===== config.mk =====
export PLATFORM = sky130hd
export DESIGN_NAME = wha_ctrl_flat
export DESIGN_NICKNAME = d
export VERILOG_FILES = /design/src/wha_pkg.sv /design/src/wha_if.sv /design/src/wha_ctrl.sv /design/src/flat_wrapper.sv
export SDC_FILE = /design/constraint.sdc
export NUM_CORES = 1
export LEC_CHECK = 0
export ABC_AREA = 1
export BUFFER_PORTS_ARGS = -buffer_cell sky130_fd_sc_hd__buf_2
export CORE_MARGIN = 8
export CORE_UTILIZATION = 26
export CTS_BUF_LIST = sky130_fd_sc_hd__clkbuf_16
export DETAILED_ROUTE_END_ITERATION = 6
export PLACE_DENSITY = 0.8
export SETUP_SLACK_MARGIN = 0.4
export SYNTH_ARGS = -nofsm -noshare
export SYNTH_HDL_FRONTEND = slang
export SYNTH_SLANG_ARGS = --single-unit

===== constraint.sdc =====
create_clock -name clk -period 1.4 [get_ports clk]
set_input_delay 0.07 -clock clk [delete_from_list [all_inputs] [get_ports clk]]
set_output_delay 0.07 -clock clk [all_outputs]
set_load 0.02 [all_outputs]

===== src/wha_pkg.sv =====
// ----------------------------------------------------------------------------
// wha_pkg
// Shared types, constants and tables for the weighted harmonic accumulator.
// ----------------------------------------------------------------------------
package wha_pkg;

    // Weight table geometry.
    localparam int BINS   = 288;
    localparam int BIN_AW = $clog2(BINS);
    localparam int BIN_CW = ((BIN_AW > 9) ? BIN_AW : 9) + 1;

    // Time and sidereal phase constants.
    localparam logic [31:0] EPOCH      = 32'd1104537600;
    localparam logic [63:0] SID_RATE   = 64'd214088264890868;
    localparam logic [31:0] SID_LO     = SID_RATE[31:0];
    localparam logic [31:0] SID_HI     = SID_RATE[63:32];
    localparam logic [31:0] SID_OFFSET = 32'd375775040;

    // Rotation engine constants, gain in Q2.30 on a 34-bit datapath.
    localparam int CORDIC_STEPS = 16;
    localparam int ITER_W       = $clog2(CORDIC_STEPS);
    localparam logic signed [33:0] CORDIC_K = 34'sd652032874;

    // Configuration register reset values.
    localparam logic [31:0] START_RST  = 32'd0;
    localparam logic [31:0] END_RST    = 32'hFFFF_FFFF;
    localparam logic [13:0] ZENITH_RST = 14'd6000;
    localparam logic [63:0] RATE_RST   = 64'd214088000000000;
    localparam logic [31:0] OFFSET_RST = 32'd376804000;

    // Configuration register indexes.
    typedef enum logic [2:0] {
        REG_START  = 3'd0,
        REG_END    = 3'd1,
        REG_ZENITH = 3'd2,
        REG_RATE   = 3'd3,
        REG_OFFSET = 3'd4
    } cfg_reg_t;

    // Request codes of an input item.
    typedef enum logic [1:0] {
        REQ_LOAD  = 2'd0,
        REQ_EVENT = 2'd1,
        REQ_READ  = 2'd2,
        REQ_CLEAR = 2'd3
    } req_t;

    // Datapath operations issued by the controller.
    typedef enum logic [4:0] {
        OP_NONE,
        OP_LATCH,
        OP_LOAD,
        OP_CLEAR,
        OP_STOP,
        OP_READ,
        OP_T0,
        OP_T1,
        OP_T2,
        OP_T3,
        OP_T4,
        OP_BIN,
        OP_ARG,
        OP_CORD,
        OP_RND,
        OP_MC,
        OP_MS,
        OP_ACC
    } dp_op_t;

    typedef struct packed {
        dp_op_t            op;
        logic [ITER_W-1:0] iter;
    } dp_cmd_t;

    typedef struct packed {
        req_t req;
        logic stop;
        logic late;
        logic reject;
        logic out_free;
    } dp_status_t;

    // Arctangent of 2^-i in Q2.32 turns.
    function automatic logic signed [33:0] atan_turn(input logic [ITER_W-1:0] i);
        logic signed [33:0] v;
        case (i)
            4'd0:    v = 34'sd536870912;
            4'd1:    v = 34'sd316933406;
            4'd2:    v = 34'sd167458907;
            4'd3:    v = 34'sd85004756;
            4'd4:    v = 34'sd42667331;
            4'd5:    v = 34'sd21354465;
            4'd6:    v = 34'sd10679838;
            4'd7:    v = 34'sd5340245;
            4'd8:    v = 34'sd2670163;
            4'd9:    v = 34'sd1335087;
            4'd10:   v = 34'sd667544;
            4'd11:   v = 34'sd333772;
            4'd12:   v = 34'sd166886;
            4'd13:   v = 34'sd83443;
            4'd14:   v = 34'sd41722;
            4'd15:   v = 34'sd20861;
            default: v = 34'sd0;
        endcase
        return v;
    endfunction

endpackage


===== src/wha_if.sv =====
// ----------------------------------------------------------------------------
// wha_if
// Request and response channel interfaces of the harmonic accumulator.
// ----------------------------------------------------------------------------
interface wha_req_if;
    logic        valid;
    logic        ready;
    logic [1:0]  req_type;
    logic [31:0] event_time;
    logic [13:0] zenith;
    logic [15:0] ascension;
    logic [8:0]  bin_index;
    logic [31:0] bin_weight;

    modport source (output valid, req_type, event_time, zenith, ascension,
                    bin_index, bin_weight, input ready);
    modport sink   (input valid, req_type, event_time, zenith, ascension,
                    bin_index, bin_weight, output ready);
endinterface



===== src/wha_ctrl.sv =====
// ----------------------------------------------------------------------------
// wha_ctrl
// Controller state machine: accepts one item, steps the datapath through
// the operations the request needs, and returns to idle.
// ----------------------------------------------------------------------------
module wha_ctrl
    import wha_pkg::*;
(
    input  logic       clk,
    input  logic       rst_n,
    wha_req_if.sink    req,
    input  dp_status_t status,
    output dp_cmd_t    cmd
);

    typedef enum logic [3:0] {
        S_IDLE,
        S_DECODE,
        S_READ,
        S_T1,
        S_T2,
        S_T3,
        S_T4,
        S_BIN,
        S_ARG,
        S_CORD,
        S_RND,
        S_MC,
        S_MS,
        S_ACC
    } state_t;

    state_t            state_reg, state_next;
    logic [ITER_W-1:0] iter_reg, iter_next;

    assign req.ready = (state_reg == S_IDLE);

    // Next state and issued operation.
    always_comb
    begin
        state_next = state_reg;
        iter_next  = iter_reg;
        cmd.iter   = iter_reg;
        cmd.op     = OP_NONE;
        case (state_reg)
            S_IDLE:
            begin
                if (req.valid)
                begin
                    cmd.op     = OP_LATCH;
                    state_next = S_DECODE;
                end
            end
            S_DECODE:
            begin
                state_next = S_IDLE;
                case (status.req)
                    REQ_LOAD:  cmd.op = OP_LOAD;
                    REQ_CLEAR: cmd.op = OP_CLEAR;
                    REQ_READ:  state_next = S_READ;
                    REQ_EVENT:
                    begin
                        if (status.stop)
                            cmd.op = OP_NONE;
                        else if (status.late)
                            cmd.op = OP_STOP;
                        else if (!status.reject)
                        begin
                            cmd.op     = OP_T0;
                            state_next = S_T1;
                        end
                    end
                    default: state_next = S_IDLE;
                endcase
            end
            S_READ:
            begin
                if (status.out_free)
                begin
                    cmd.op     = OP_READ;
                    state_next = S_IDLE;
                end
            end
            S_T1:
            begin
                cmd.op     = OP_T1;
                state_next = S_T2;
            end
            S_T2:
            begin
                cmd.op     = OP_T2;
                state_next = S_T3;
            end
            S_T3:
            begin
                cmd.op     = OP_T3;
                state_next = S_T4;
            end
            S_T4:
            begin
                cmd.op     = OP_T4;
                state_next = S_BIN;
            end
            S_BIN:
            begin
                cmd.op     = OP_BIN;
                state_next = S_ARG;
            end
            S_ARG:
            begin
                cmd.op     = OP_ARG;
                iter_next  = '0;
                state_next = S_CORD;
            end
            S_CORD:
            begin
                cmd.op    = OP_CORD;
                iter_next = iter_reg + 1'b1;
                if (iter_reg == ITER_W'(CORDIC_STEPS - 1))
                    state_next = S_RND;
            end
            S_RND:
            begin
                cmd.op     = OP_RND;
                state_next = S_MC;
            end
            S_MC:
            begin
                cmd.op     = OP_MC;
                state_next = S_MS;
            end
            S_MS:
            begin
                cmd.op     = OP_MS;
                state_next = S_ACC;
            end
            S_ACC:
            begin
                cmd.op     = OP_ACC;
                state_next = S_IDLE;
            end
            default: state_next = S_IDLE;
        endcase
    end

    // State and step counter.
    always_ff @(posedge clk or negedge rst_n)
    begin
        if (!rst_n)
        begin
            state_reg <= S_IDLE;
            iter_reg  <= '0;
        end
        else
        begin
            state_reg <= state_next;
            iter_reg  <= iter_next;
        end
    end

endmodule


===== src/flat_wrapper.sv =====
// flat-port wrapper written by rule: the top's interface ports become plain ports
module wha_ctrl_flat import wha_pkg::*;
  (clk, rst_n, status, cmd, req_valid, req_req_type, req_event_time, req_zenith, req_ascension, req_bin_index, req_bin_weight, req_ready);
  wha_req_if req_i ();
  input  logic clk;
  input  logic rst_n;
  input  dp_status_t status;
  output dp_cmd_t cmd;
  input wire logic [$bits(req_i.valid)-1:0] req_valid;
  input wire logic [$bits(req_i.req_type)-1:0] req_req_type;
  input wire logic [$bits(req_i.event_time)-1:0] req_event_time;
  input wire logic [$bits(req_i.zenith)-1:0] req_zenith;
  input wire logic [$bits(req_i.ascension)-1:0] req_ascension;
  input wire logic [$bits(req_i.bin_index)-1:0] req_bin_index;
  input wire logic [$bits(req_i.bin_weight)-1:0] req_bin_weight;
  output wire logic [$bits(req_i.ready)-1:0] req_ready;
  assign req_i.valid = req_valid;
  assign req_i.req_type = req_req_type;
  assign req_i.event_time = req_event_time;
  assign req_i.zenith = req_zenith;
  assign req_i.ascension = req_ascension;
  assign req_i.bin_index = req_bin_index;
  assign req_i.bin_weight = req_bin_weight;
  assign req_ready = req_i.ready;
  wha_ctrl u_core (.clk(clk), .rst_n(rst_n), .req(req_i), .status(status), .cmd(cmd));
endmodule

# Yosys cells after proc, flatten, opt, wreduce, memory -nomap -nowiden
# Cells that the tools add are included.
[word_totals]
register_bits = 8
input_bits = 114
word_cells = 43
[classes]
add_sub_neg = 1
n_eq_ne = 20
mux = 16
n_reduce_logical = 4
[ops]
columns = ["op", "count"]
rows = [
  ["$pmux W5 S14", 1],
  ["$pmux W4 S13", 1],
  ["$eq A4 B4 Y1 const B", 7],
  ["$mux W4", 5],
  ["$eq A4 B3 Y1 const B", 4],
  ["$pmux W4 S2", 2],
  ["$pmux W5 S3", 1],
  ["$mux W5", 2],
  ["$eq A4 B2 Y1 const B", 2],
  ["$mux W3", 2],
  ["$add A4 B1 Y4 const B", 1],
  ["$eq A2 B2 Y1 const B", 2],
  ["$eq A4 B1 Y1 const B", 1],
  ["$logic_not A4 Y1", 1],
  ["$ne A2 B2 Y1 const B", 2],
  ["$reduce_and A3 Y1", 1],
  ["$eq A2 B1 Y1 const B", 1],
  ["$logic_not A2 Y1", 1],
  ["$mux W2", 1],
  ["$ne A2 B1 Y1 const B", 1],
  ["$reduce_bool A2 Y1", 1],
  ["$mux W1", 1],
]

# Depth between registers and ports, before layout
[depth]
ltp_word = 5
depth_mapped = 10
ltp_nobuf = 10

# Worst setup path after synthesis
# No wires, ideal clock.
[synth_path]
path_kind = "register -> output"
startpoint = "register u_core.state_reg[2]"
endpoint = "output port cmd[4] (netlist name)"
t_arrival_ns = 1.157
slack_ns = 0.173
path_stages_with_launch = 8
n_path_buf = 0
cell_sequence = "dfrtp_1 -> nand2_1 -> clkinv_1 -> nor2_4 -> nand2_1 -> o21ai_0 -> nor2_1 -> nand2_1"
[synth_rtl]
columns = ["item", "line_no", "rtl"]
rows = [
  ["start: declaration", "wha_ctrl.sv:33", "state_t state_reg, state_next;"],
  ["start signal: assignment", "wha_ctrl.sv:156", "state_reg <= state_next;"],
  ["end: declaration", "flat_wrapper.sv:8", "output dp_cmd_t cmd;"],
]

==> impl_metrics.yaml <==
outcome:
  outcome: "finished with violations"
  violations: "negative setup slack"
grt:
  grtUsageTotal_pct: 9.15
  antenna_found_initial: 0
  grt_pass1_vias: 738
  grt-ovfl-total: 0
  grt_first_pass_wirelength_um: 3270
  grt_max_degree: 9
setup_path:
  worstSetupPathType: "reg -> out"
  crit_path_top_delay_cell: "dfrtp_2"
  crit_fanout: 6
  startpoint_type: "flop"
  crit_arrival_ns: 1.41
  cpPeakStageDelay_ns: 0.44
  cp.required_ns: 1.33
  end_kind: "output port"
  crit_chain: "nor2_4 -> nand2_1 -> o22ai_1 -> nor2_1 -> nand2_2 -> buf_6"
routing:
  drc: 0
  totalWireLength_um: 2170
  wl_per_cell_um: 12.7
  num_vias: 787
  ant_nets: 0
  first_iter_violations: 84
  viasPerCell: 4.60
  dr.pass1.iters: 4
timing:
  maxSlewViolCount: 0
  tightest_slew_ns: 0.240
  finalHoldViolCount: 0
  worst_clock_skew_ns: 0.00868
  period_needed_ns: 1.48
  relSlewSlack_pct: 83.9
  max_freq_mhz: 676
  setup_slack_ns: -0.0782
  finalSetupViolCount: 4
  rsz0062_at_grt: "true"
  min_period_over_period_pct: 106
  fin_hold_ws_ns: 0.166
cts:
  cts_tree: "done"
  clkLatencyLatePin_ns: 0.24
  cts_sinks: 8
  numCtsBuffers: 3
  clock_path_buffers: 2
  clock_tree.root_cell: "clkbuf_16"
  cts.clk_slew.worst_paths_ns: 0.04
  cts_max_level: 1
placed_design:
  hpwl_um: 1340
  gp_congestion: 0.837
  dp_cells: 157
  io_buffers: 18
yosys:
  yosysSeqAreaShare_pct: 29.3
  synthXorXnorAreaFrac_pct: 1.28
  synth_warnings: 0
  synth_compound_area_share_pct: 8.59
  synth.mux.area_fraction_pct: 0
  syn_area_um2: 684
  yosysTopAreaCell: "dfrtp_1"
  synth_top_area_share_pct: 29.3
  synth.area.top_cells: "dfrtp_1 (29%), nand2_1 (18%), inv_1 (11%)"
  ys_seq_elements: 8
  synth_fa_ha_area_share_pct: 7.31
  synth_top_family_by_area: "simple AND/OR/NAND/NOR gates"
  syn_inst: 108
  synth.avg_cell_area_um2: 6.34
  synthSimpleGateAreaFrac_pct: 41.0
  syn_nets: 226
  synthDistinctLibCells: 18
floorplanning:
  die-area_mm2: 0.00453
  fp.dieW_um: 67.3
  start_util_pct: 27.6
  die_h_um: 67.3
  num_rows: 18
  core_mm2: 0.00248
  io_pins: 124
final_layout:
  diodes: 0
  layout-drive-gt1-share_pct: 46.1
  area_growth_pct: 64.4
  nets: 260
  instances_no_fill: 171
  finish.utilization_pct: 45.4
pwr:
  peakVddDrop_uv: 1180
  finalPower_mw: 2.40
  p_leak_nw: 0.602
  p_per_area_mw_per_mm2: 2130
run:
  drv_cap: 0
hold_path:
  hold_class: "in -> reg"
==> final cells by class <==
type                       instances  area [µm²]
clock buffer                       3        75.1
inverter                          23        87.6
multi-input combinational         77         485
fill                             239        1350
clock inverter                     1        3.75
sequential                         8         208
timing repair buffer              29         228
tap                               30        37.5
==> per-layer routing <==
layer / GRT usage (%) / part of all wire, %
met1: 10.5 / 38
met2: 15.1 / 51
met3: 3.97 / 8.3
met4: 2.87 / 1.8
met5: 0 / 0
==> logic make-up after synthesis <==
family | count (synthesis)
buf+inv | 23
xor+xnor | 1
simple gates | 62
compound gates | 10
fa+ha+maj | 4
flops | 8
==> critical path, delay by kind of cell (launching register included) <==
family	cells	cell delay [ns]
flops	1	0.44
buf+inv	1	0.11
compound gates	1	0.14
simple gates	4	0.48
==> where the power goes <==
part | total (mW) | leakage [nW] | switching [mW] | internal [mW]
clock | 0.492 | 0.0423 | 0.119 | 0.373
combinational | 1.44 | 0.463 | 0.803 | 0.637
sequential | 0.466 | 0.0967 | 0.145 | 0.320
==> cell usage after synthesis <==
library cell	number
a21oi_1	1
clkinv_1	1
dfrtp_1	8
ha_1	4
inv_1	20
inv_2	2
nand2_1	32
nand2_2	2
nand3_1	7
nand3b_1	1
nor2_1	14
nor2_2	3
nor2_4	3
o211ai_1	2
o21ai_0	5
o22ai_1	1
o31ai_1	1
xor2_1	1
==> per-stage QoR <==
stage               worst slack (ns)  area, µm²  setup TNS, ns
global placement               0.120        852              0
detailed placement             0.116        852              0
finish                       -0.0782       1120         -0.190
CTS                          -0.0586       1020         -0.128
global route                  -0.153       1120         -0.454
floorplan                      0.250        717              0
==> placed cells by master (no fill, tap or decap), drive strengths merged <==
master / count
inv: 23
o31ai: 1
clkinv: 1
nand3b: 1
xor2: 1
o22ai: 1
ha: 4
o211ai: 2
nor2: 20
buf: 28
a21oi: 1
nand3: 7
clkbuf: 3
nand2: 34
o21ai: 5
dlygate4sd3: 1
dfrtp: 8
==> final timing paths <==
| path | cells past startpoint | endpoint | slack [ns] | from |
|---|---|---|---|---|
| min | 4 | u_core.state_reg[1] | 0.17 | status[0] |
| min reg2reg | 2 | u_core.iter_reg[1] | 0.55 | u_core.iter_reg[1] |
| max in group asynchronous | 2 | u_core.state_reg[1] | 1.00 | rst_n |
| max | 6 | cmd[4] | -0.08 | u_core.state_reg[3] |
| max reg2reg | 8 | u_core.state_reg[0] | 0.09 | u_core.state_reg[3] |
| min in group asynchronous | 2 | u_core.iter_reg[2] | 0.21 | rst_n |
==> timing repair <==
item / 4_1_cts / 5_1_grt
buffers inserted: 5 / 4
setup endpoints to repair: 14 / 14
resized for setup: 19 / 19
hold endpoints to repair: 8 / 0
pin swaps: 7 / 6
hold buffers: 1 / 0
Power figures use the tool's default switching activity.
